## config.mk

```make
export PLATFORM = sky130hd
export DESIGN_NAME = positional_list_insert_delete
export DESIGN_NICKNAME = d
export VERILOG_FILES = /design/src/hdl/pli_pkg.sv /design/src/hdl/pli_ram.sv /design/src/hdl/positional_list_insert_delete.sv
export SDC_FILE = /design/constraint.sdc
export NUM_CORES = 1
export LEC_CHECK = 0
export BUFFER_PORTS_ARGS = -buffer_cell sky130_fd_sc_hd__buf_4
export CORE_MARGIN = 2
export CORE_UTILIZATION = 35
export DETAILED_ROUTE_END_ITERATION = 10
export PLACE_DENSITY = 0.46
export SYNTH_ARGS = -nofsm -noshare
export SYNTH_HDL_FRONTEND = slang
export SYNTH_SLANG_ARGS = --single-unit
```

## constraint.sdc

```tcl
create_clock -name aclk -period 4.01 [get_ports aclk]
set_input_delay 1.0025 -clock aclk [delete_from_list [all_inputs] [get_ports aclk]]
set_output_delay 1.0025 -clock aclk [all_outputs]
set_load 0.1 [all_outputs]
```

## src/hdl/pli_pkg.sv

```systemverilog
// ----------------------------------------------------------------------------
// pli_pkg: shared constants for the positional list block
// Capacity, derived widths, operation codes and status codes.
// ----------------------------------------------------------------------------
package pli_pkg;

    // list capacity and derived widths
    localparam int CAPACITY = 32;
    localparam int ADDR_W   = (CAPACITY > 1) ? $clog2(CAPACITY) : 1;
    localparam int CNT_W    = $clog2(CAPACITY + 1);
    localparam int VAL_W    = 8;
    localparam int POS_W    = 8;
    localparam int CMP_W    = (CNT_W > POS_W) ? CNT_W : POS_W;

    // operation codes (s_tuser)
    localparam logic [1:0] OP_INSERT = 2'd0;
    localparam logic [1:0] OP_DELETE = 2'd1;
    localparam logic [1:0] OP_PRINT  = 2'd2;

    // status codes (m_tuser[2:1])
    localparam logic [1:0] STAT_OK    = 2'd0;
    localparam logic [1:0] STAT_RANGE = 2'd1;
    localparam logic [1:0] STAT_EMPTY = 2'd2;
    localparam logic [1:0] STAT_FULL  = 2'd3;

endpackage

```

## src/hdl/pli_ram.sv

```systemverilog
// ----------------------------------------------------------------------------
// pli_ram: generic single-write, single-read RAM
// One write port, one read port with registered read data.
// ----------------------------------------------------------------------------
module pli_ram #(
    parameter int WIDTH = 8,
    parameter int DEPTH = 32
) (
    input  logic                                      aclk,
    input  logic                                      wr_en,
    input  logic [((DEPTH > 1) ? $clog2(DEPTH) : 1)-1:0] wr_addr,
    input  logic [WIDTH-1:0]                          wr_data,
    input  logic [((DEPTH > 1) ? $clog2(DEPTH) : 1)-1:0] rd_addr,
    output logic [WIDTH-1:0]                          rd_data
);

    logic [WIDTH-1:0] mem [DEPTH];

    // write port and registered read port
    always_ff @(posedge aclk) begin
        if (wr_en) begin
            mem[wr_addr] <= wr_data;
        end
        rd_data <= mem[rd_addr];
    end

endmodule

```

## src/hdl/positional_list_insert_delete.sv

```systemverilog
// Sequence: insert shifts the entries from position up one, then writes the item;
//   delete captures the entry, shifts later ones down; results go via the output
//   register; print streams one entry per cycle while m_tready is high.
// Throughput: one item at a time; the entry memory's single read and write port
//   moves one entry per cycle.
// Reset: aresetn (synchronous) empties the list at once; the entry memory is not
//   cleared, no sweep is needed, and s_tready is high in the next cycle.
// ----------------------------------------------------------------------------
// positional_list_insert_delete: ordered byte list with insert/delete by index
// Entries live in one RAM; insert and delete shift entries one per cycle.
// ----------------------------------------------------------------------------
module positional_list_insert_delete (
    input  logic        aclk,
    input  logic        aresetn,
    // input channel
    input  logic        s_tvalid,
    output logic        s_tready,
    input  logic [15:0] s_tdata,   // [7:0] item_value, [15:8] position
    input  logic [1:0]  s_tuser,   // [1:0] operation
    // result channel
    output logic        m_tvalid,
    input  logic        m_tready,
    output logic [7:0]  m_tdata,   // [7:0] out_value
    output logic [2:0]  m_tuser,   // [0] has_value, [2:1] status
    output logic        m_tlast
);

    typedef enum logic [2:0] {
        S_IDLE,
        S_INS_SHIFT,
        S_INS_PUT,
        S_DEL_FIRST,
        S_DEL_SHIFT,
        S_PRINT,
        S_EMIT
    } state_t;

    state_t                      state_reg, state_next;
    logic [pli_pkg::CNT_W-1:0]   count_reg, count_next;
    logic [pli_pkg::ADDR_W-1:0]  src_reg, src_next;
    logic [pli_pkg::ADDR_W-1:0]  put_reg, put_next;
    logic [pli_pkg::VAL_W-1:0]   val_reg, val_next;
    logic [pli_pkg::VAL_W-1:0]   res_value_reg, res_value_next;
    logic                        res_has_reg, res_has_next;
    logic [1:0]                  res_status_reg, res_status_next;
    logic                        m_tvalid_reg, m_tvalid_next;
    logic [7:0]                  m_tdata_reg, m_tdata_next;
    logic [2:0]                  m_tuser_reg, m_tuser_next;
    logic                        m_tlast_reg, m_tlast_next;

    logic                        ram_we;
    logic [pli_pkg::ADDR_W-1:0]  ram_waddr;
    logic [pli_pkg::VAL_W-1:0]   ram_wdata;
    logic [pli_pkg::VAL_W-1:0]   ram_rdata;

    logic                        out_free;
    logic [pli_pkg::CNT_W-1:0]   count_m1;
    logic [pli_pkg::ADDR_W-1:0]  last_idx;
    logic [pli_pkg::CMP_W-1:0]   pos_ext;
    logic [pli_pkg::CMP_W-1:0]   cnt_ext;

    // entry store; read address is the next source index so data lines up
    pli_ram #(
        .WIDTH (pli_pkg::VAL_W),
        .DEPTH (pli_pkg::CAPACITY)
    ) u_ram (
        .aclk    (aclk),
        .wr_en   (ram_we),
        .wr_addr (ram_waddr),
        .wr_data (ram_wdata),
        .rd_addr (src_next),
        .rd_data (ram_rdata)
    );

    assign out_free = !m_tvalid_reg || m_tready;
    assign count_m1 = count_reg - pli_pkg::CNT_W'(1);
    assign last_idx = count_m1[pli_pkg::ADDR_W-1:0];
    assign pos_ext  = pli_pkg::CMP_W'(s_tdata[15:8]);
    assign cnt_ext  = pli_pkg::CMP_W'(count_reg);

    // sequencer next-state logic
    always_comb begin
        state_next      = state_reg;
        count_next      = count_reg;
        src_next        = src_reg;
        put_next        = put_reg;
        val_next        = val_reg;
        res_value_next  = res_value_reg;
        res_has_next    = res_has_reg;
        res_status_next = res_status_reg;
        m_tvalid_next   = m_tvalid_reg;
        m_tdata_next    = m_tdata_reg;
        m_tuser_next    = m_tuser_reg;
        m_tlast_next    = m_tlast_reg;
        ram_we          = 1'b0;
        ram_waddr       = src_reg + pli_pkg::ADDR_W'(1);
        ram_wdata       = ram_rdata;

        if (m_tvalid_reg && m_tready) begin
            m_tvalid_next = 1'b0;
        end

        case (state_reg)
            S_IDLE: begin
                if (s_tvalid) begin
                    val_next        = s_tdata[7:0];
                    put_next        = s_tdata[8 +: pli_pkg::ADDR_W];
                    res_value_next  = '0;
                    res_has_next    = 1'b0;
                    res_status_next = pli_pkg::STAT_OK;
                    state_next      = S_EMIT;
                    case (s_tuser)
                        pli_pkg::OP_INSERT: begin
                            if (count_reg == '0) begin
                                put_next   = '0;
                                state_next = S_INS_PUT;
                            end else if (count_reg >= pli_pkg::CNT_W'(pli_pkg::CAPACITY)) begin
                                res_status_next = pli_pkg::STAT_FULL;
                            end else if (pos_ext > cnt_ext) begin
                                res_status_next = pli_pkg::STAT_RANGE;
                            end else if (pos_ext == cnt_ext) begin
                                state_next = S_INS_PUT;
                            end else begin
                                src_next   = last_idx;
                                state_next = S_INS_SHIFT;
                            end
                        end
                        pli_pkg::OP_DELETE: begin
                            if (count_reg == '0) begin
                                res_status_next = pli_pkg::STAT_EMPTY;
                            end else if (pos_ext >= cnt_ext) begin
                                res_status_next = pli_pkg::STAT_RANGE;
                            end else begin
                                src_next   = s_tdata[8 +: pli_pkg::ADDR_W];
                                state_next = S_DEL_FIRST;
                            end
                        end
                        pli_pkg::OP_PRINT: begin
                            if (count_reg != '0) begin
                                src_next   = '0;
                                state_next = S_PRINT;
                            end
                        end
                        default: begin
                            state_next = S_EMIT;
                        end
                    endcase
                end
            end

            // move entry src up by one, walking down to the insert point
            S_INS_SHIFT: begin
                ram_we    = 1'b1;
                ram_waddr = src_reg + pli_pkg::ADDR_W'(1);
                if (src_reg == put_reg) begin
                    state_next = S_INS_PUT;
                end else begin
                    src_next = src_reg - pli_pkg::ADDR_W'(1);
                end
            end

            S_INS_PUT: begin
                ram_we     = 1'b1;
                ram_waddr  = put_reg;
                ram_wdata  = val_reg;
                count_next = count_reg + pli_pkg::CNT_W'(1);
                state_next = S_EMIT;
            end

            // capture the removed entry
            S_DEL_FIRST: begin
                res_value_next = ram_rdata;
                res_has_next   = 1'b1;
                if (src_reg == last_idx) begin
                    count_next = count_m1;
                    state_next = S_EMIT;
                end else begin
                    src_next   = src_reg + pli_pkg::ADDR_W'(1);
                    state_next = S_DEL_SHIFT;
                end
            end

            // move entry src down by one, walking up to the tail
            S_DEL_SHIFT: begin
                ram_we    = 1'b1;
                ram_waddr = src_reg - pli_pkg::ADDR_W'(1);
                if (src_reg == last_idx) begin
                    count_next = count_m1;
                    state_next = S_EMIT;
                end else begin
                    src_next = src_reg + pli_pkg::ADDR_W'(1);
                end
            end

            // stream entries straight into the output register
            S_PRINT: begin
                if (out_free) begin
                    m_tvalid_next = 1'b1;
                    m_tdata_next  = ram_rdata;
                    m_tuser_next  = {pli_pkg::STAT_OK, 1'b1};
                    m_tlast_next  = (src_reg == last_idx);
                    if (src_reg == last_idx) begin
                        state_next = S_IDLE;
                    end else begin
                        src_next = src_reg + pli_pkg::ADDR_W'(1);
                    end
                end
            end

            S_EMIT: begin
                if (out_free) begin
                    m_tvalid_next = 1'b1;
                    m_tdata_next  = res_value_reg;
                    m_tuser_next  = {res_status_reg, res_has_reg};
                    m_tlast_next  = 1'b1;
                    state_next    = S_IDLE;
                end
            end

            default: begin
                state_next = S_IDLE;
            end
        endcase
    end

    // state and registered outputs
    always_ff @(posedge aclk) begin
        if (!aresetn) begin
            state_reg    <= S_IDLE;
            count_reg    <= '0;
            m_tvalid_reg <= 1'b0;
        end else begin
            state_reg    <= state_next;
            count_reg    <= count_next;
            m_tvalid_reg <= m_tvalid_next;
        end
        src_reg        <= src_next;
        put_reg        <= put_next;
        val_reg        <= val_next;
        res_value_reg  <= res_value_next;
        res_has_reg    <= res_has_next;
        res_status_reg <= res_status_next;
        m_tdata_reg    <= m_tdata_next;
        m_tuser_reg    <= m_tuser_next;
        m_tlast_reg    <= m_tlast_next;
    end

    assign s_tready = (state_reg == S_IDLE);
    assign m_tvalid = m_tvalid_reg;
    assign m_tdata  = m_tdata_reg;
    assign m_tuser  = m_tuser_reg;
    assign m_tlast  = m_tlast_reg;

endmodule

```

==> flow_summary_export.csv <==
group,metric,value,unit
critical_path,cp_common_cell,"buf_4",
global_route,groute.usage.overall,0.191,
layout,largest_reg_flops,256,
cts,cts_tree,"done",
cts,cts.sinks,315,
floorplan,num_io_pins,36,
synthesis,synth_area,13700,um2
job,cap_violations,0,
timing,clock_skew,0.0166,ns
synthesis,synth_ff_type,"edfxtp_1",
global_route,grt_max_degree,39,
global_route,overflow,0,
synthesis,synth_edf_count,292,
placed_design,hpwl,26200,um
layout,finalNetCount,1181,
layout,final_cell_mix,"292 x edfxtp_1, 147 x buf_4, 92 x nand2_1",
timing,maxSlewHeadroom,0.224,
critical_path,path_max_fanout,8,
cts,cts_resized,0,
timing,layout_min_cycle_time,3.84,ns
floorplan,die_area,40800,um2
critical_path,worstPathCellList,"buf_4 > ha_1 > a2111oi_4 > nand2_1 > nor3_2 > buf_4 > or3b_1 > o211a_1 > and2_1 > buf_4 > and4_1 > a32oi_1 > o21ai_1 > nor3_1",
layout,drive_above_1_share,0.224,
global_route,antenna_found_initial,0,
cts,holdBufCountCts,0,
timing,setup_violations,0,
timing,slew_viol_final,0,
drt,routedWlPerCell,22.8,um
layout,diodes,0,
critical_path,path_delay_family,"simple AND/OR/NAND/NOR gates",
drt,totalWireLength,38600,um
layout,area_growth,22.6,%
drt,via_per_inst,5.23,
synthesis,ys_seq_area_frac,0.672,
drt,drt_first_pass_iters,5,
drt,drt_iter0_markers,704,
drt,vias,8861,
floorplan,placementRows,72,
layout,layout_commonest_cell,"edfxtp_1",
synthesis,ys_types,69,
placed_design,dp_worst_setup_slack,-0.388,ns
cts,post_cts_buffers,0,
placed_design,gp_congestion,0.886,
critical_path,cp-start-kind,"primary input",
cts,cts_htree_levels,2,
placed_design,io_buffers,35,
drt,drc,0,
critical_path,slowest_delay,0.42,ns
floorplan,start_util,0.355,
floorplan,coreArea,38600,um2
global_route,grt_first_pass_wirelength,58200,um
synthesis,netlist_instances,1008,
power_and_ir_drop,ir_drop,0.442,mV
timing,fin_setup_tns,0,ns
cts,cts_root_buf,"clkbuf_16",
critical_path,r2r_slack,0.18,ns
power_and_ir_drop,p_leak,6.00,nW
cts,cts_buffer_depth,3,
timing,fin_crit_sh,0.958,
critical_path,end_kind,"flop",
cts,cts_buffers,36,
layout,top_register,"u_ram.mem",
critical_path,crit_type,"primary input to flop",
drt,ant_nets,0,
floorplan,die_x,202,um
synthesis,yosys_register_bits,315,
synthesis,yosysWarnings,0,
timing,rsz0062_at_grt,"yes",
power_and_ir_drop,p_per_area,971,nW/um2
floorplan,die_y,202,um
timing,worst_slew_pin_slew,1.16,ns
timing,max_freq,260,MHz
critical_path,required,4.45,ns
min_path,min_path_type,"flop to flop",
synthesis,synth.avg_cell_area,13.6,um2
critical_path,timing.critical_path.buf_inv,3,
global_route,grt_pass1_vias,8935,
cts,clock_latency,0.53,ns
timing,setup_slack,0.169,ns
synthesis,async_reset_ff_frac,0,
outcome,status,"complete, no violations",
cts,path_clk_slew,0.06,ns
critical_path,critical-path-slowest-cell,"a2111oi_4",
critical_path,arrival,4.28,ns
timing,hold_viol,0,
synthesis,syn_nets,1041,
power by group:
part | total, W | internal (W) | switching [W]
clock network | 0.00360 | 0.00225 | 0.00135
registers | 0.00494 | 0.00467 | 0.000278
logic | 0.00780 | 0.00289 | 0.00491
worst paths after layout:
check | from | end | depth (start not counted)
hold / removal | res_has_reg$_DFFE_PP_ | m_tuser[0]$_SDFFCE_PN1P_ | 1
hold reg to reg | res_has_reg$_DFFE_PP_ | m_tuser[0]$_SDFFCE_PN1P_ | 1
setup reg to reg | count_reg[5]$_SDFFE_PN0P_ | u_ram.rd_data[1]$_DFF_P_ | 14
setup / recovery | s_tdata[13] | u_ram.rd_data[1]$_DFF_P_ | 14
routing by layer:
layer  GRT usage  routed length (um)  up-vias
met5           0                   0        -
met4      0.0473                 776        0
met2       0.299               17500      245
met1       0.274               18100     4361
met3      0.0371                2220       48
li1            -                   -     4207
synth_stat cells, drive strengths merged (9+ instances only):
cell,n,share of area
nand2,93,0.025
a32oi,9,0.0057
a311oi,17,0.011
a211oi,40,0.022
buf,27,0.011
o21ai,26,0.0095
mux2i,66,0.048
and2,22,0.010
edfxtp,292,0.64
clkbuf,30,0.0082
a21oi,13,0.0047
xor2,15,0.0096
inv,22,0.0060
nor3,21,0.0085
mux2,16,0.013
nor2,65,0.019
a31oi,22,0.010
a2111oi,17,0.014
o22ai,14,0.0064
nand3,13,0.0047
ha,11,0.010
dfxtp,23,0.034
and3,41,0.019
a22oi,15,0.0082
stage by stage:
step                total power [W]  area [um2]  cells  hold slack [ns]  utilization
detailed placement           0.0128       15500   1628            0.497        0.400
floorplan                   0.00920       13700   1008            0.482            -
finish                       0.0163       16800   1694            0.513        0.435
global route                 0.0172       16800   1694            0.527        0.435
global placement             0.0128       15500   1628            0.489        0.400
CTS                          0.0164       16800   1694            0.511        0.434
layout make-up:
type                       instances  area, um2
timing repair buffer             159       1340
tap                              518        648
multi-input combinational        614       4220
sequential                       315       9230
clock buffer                      41        962
inverter                          22       83.8
fill                            3545      21800
clock inverter                    25        344
cells by family (layout without fill, tap and decap cells):
logic type | count (synthesis) | after routing | synth area share
compound gates | 210 | 210 | 0.114
xor+xnor | 21 | 21 | 0.0134
fa+ha+maj | 11 | 11 | 0.0100
buf+inv | 79 | 247 | 0.0255
flops | 315 | 315 | 0.672
mux | 82 | 82 | 0.0613
simple gates | 290 | 290 | 0.104
(Power assumes the default switching activity.)
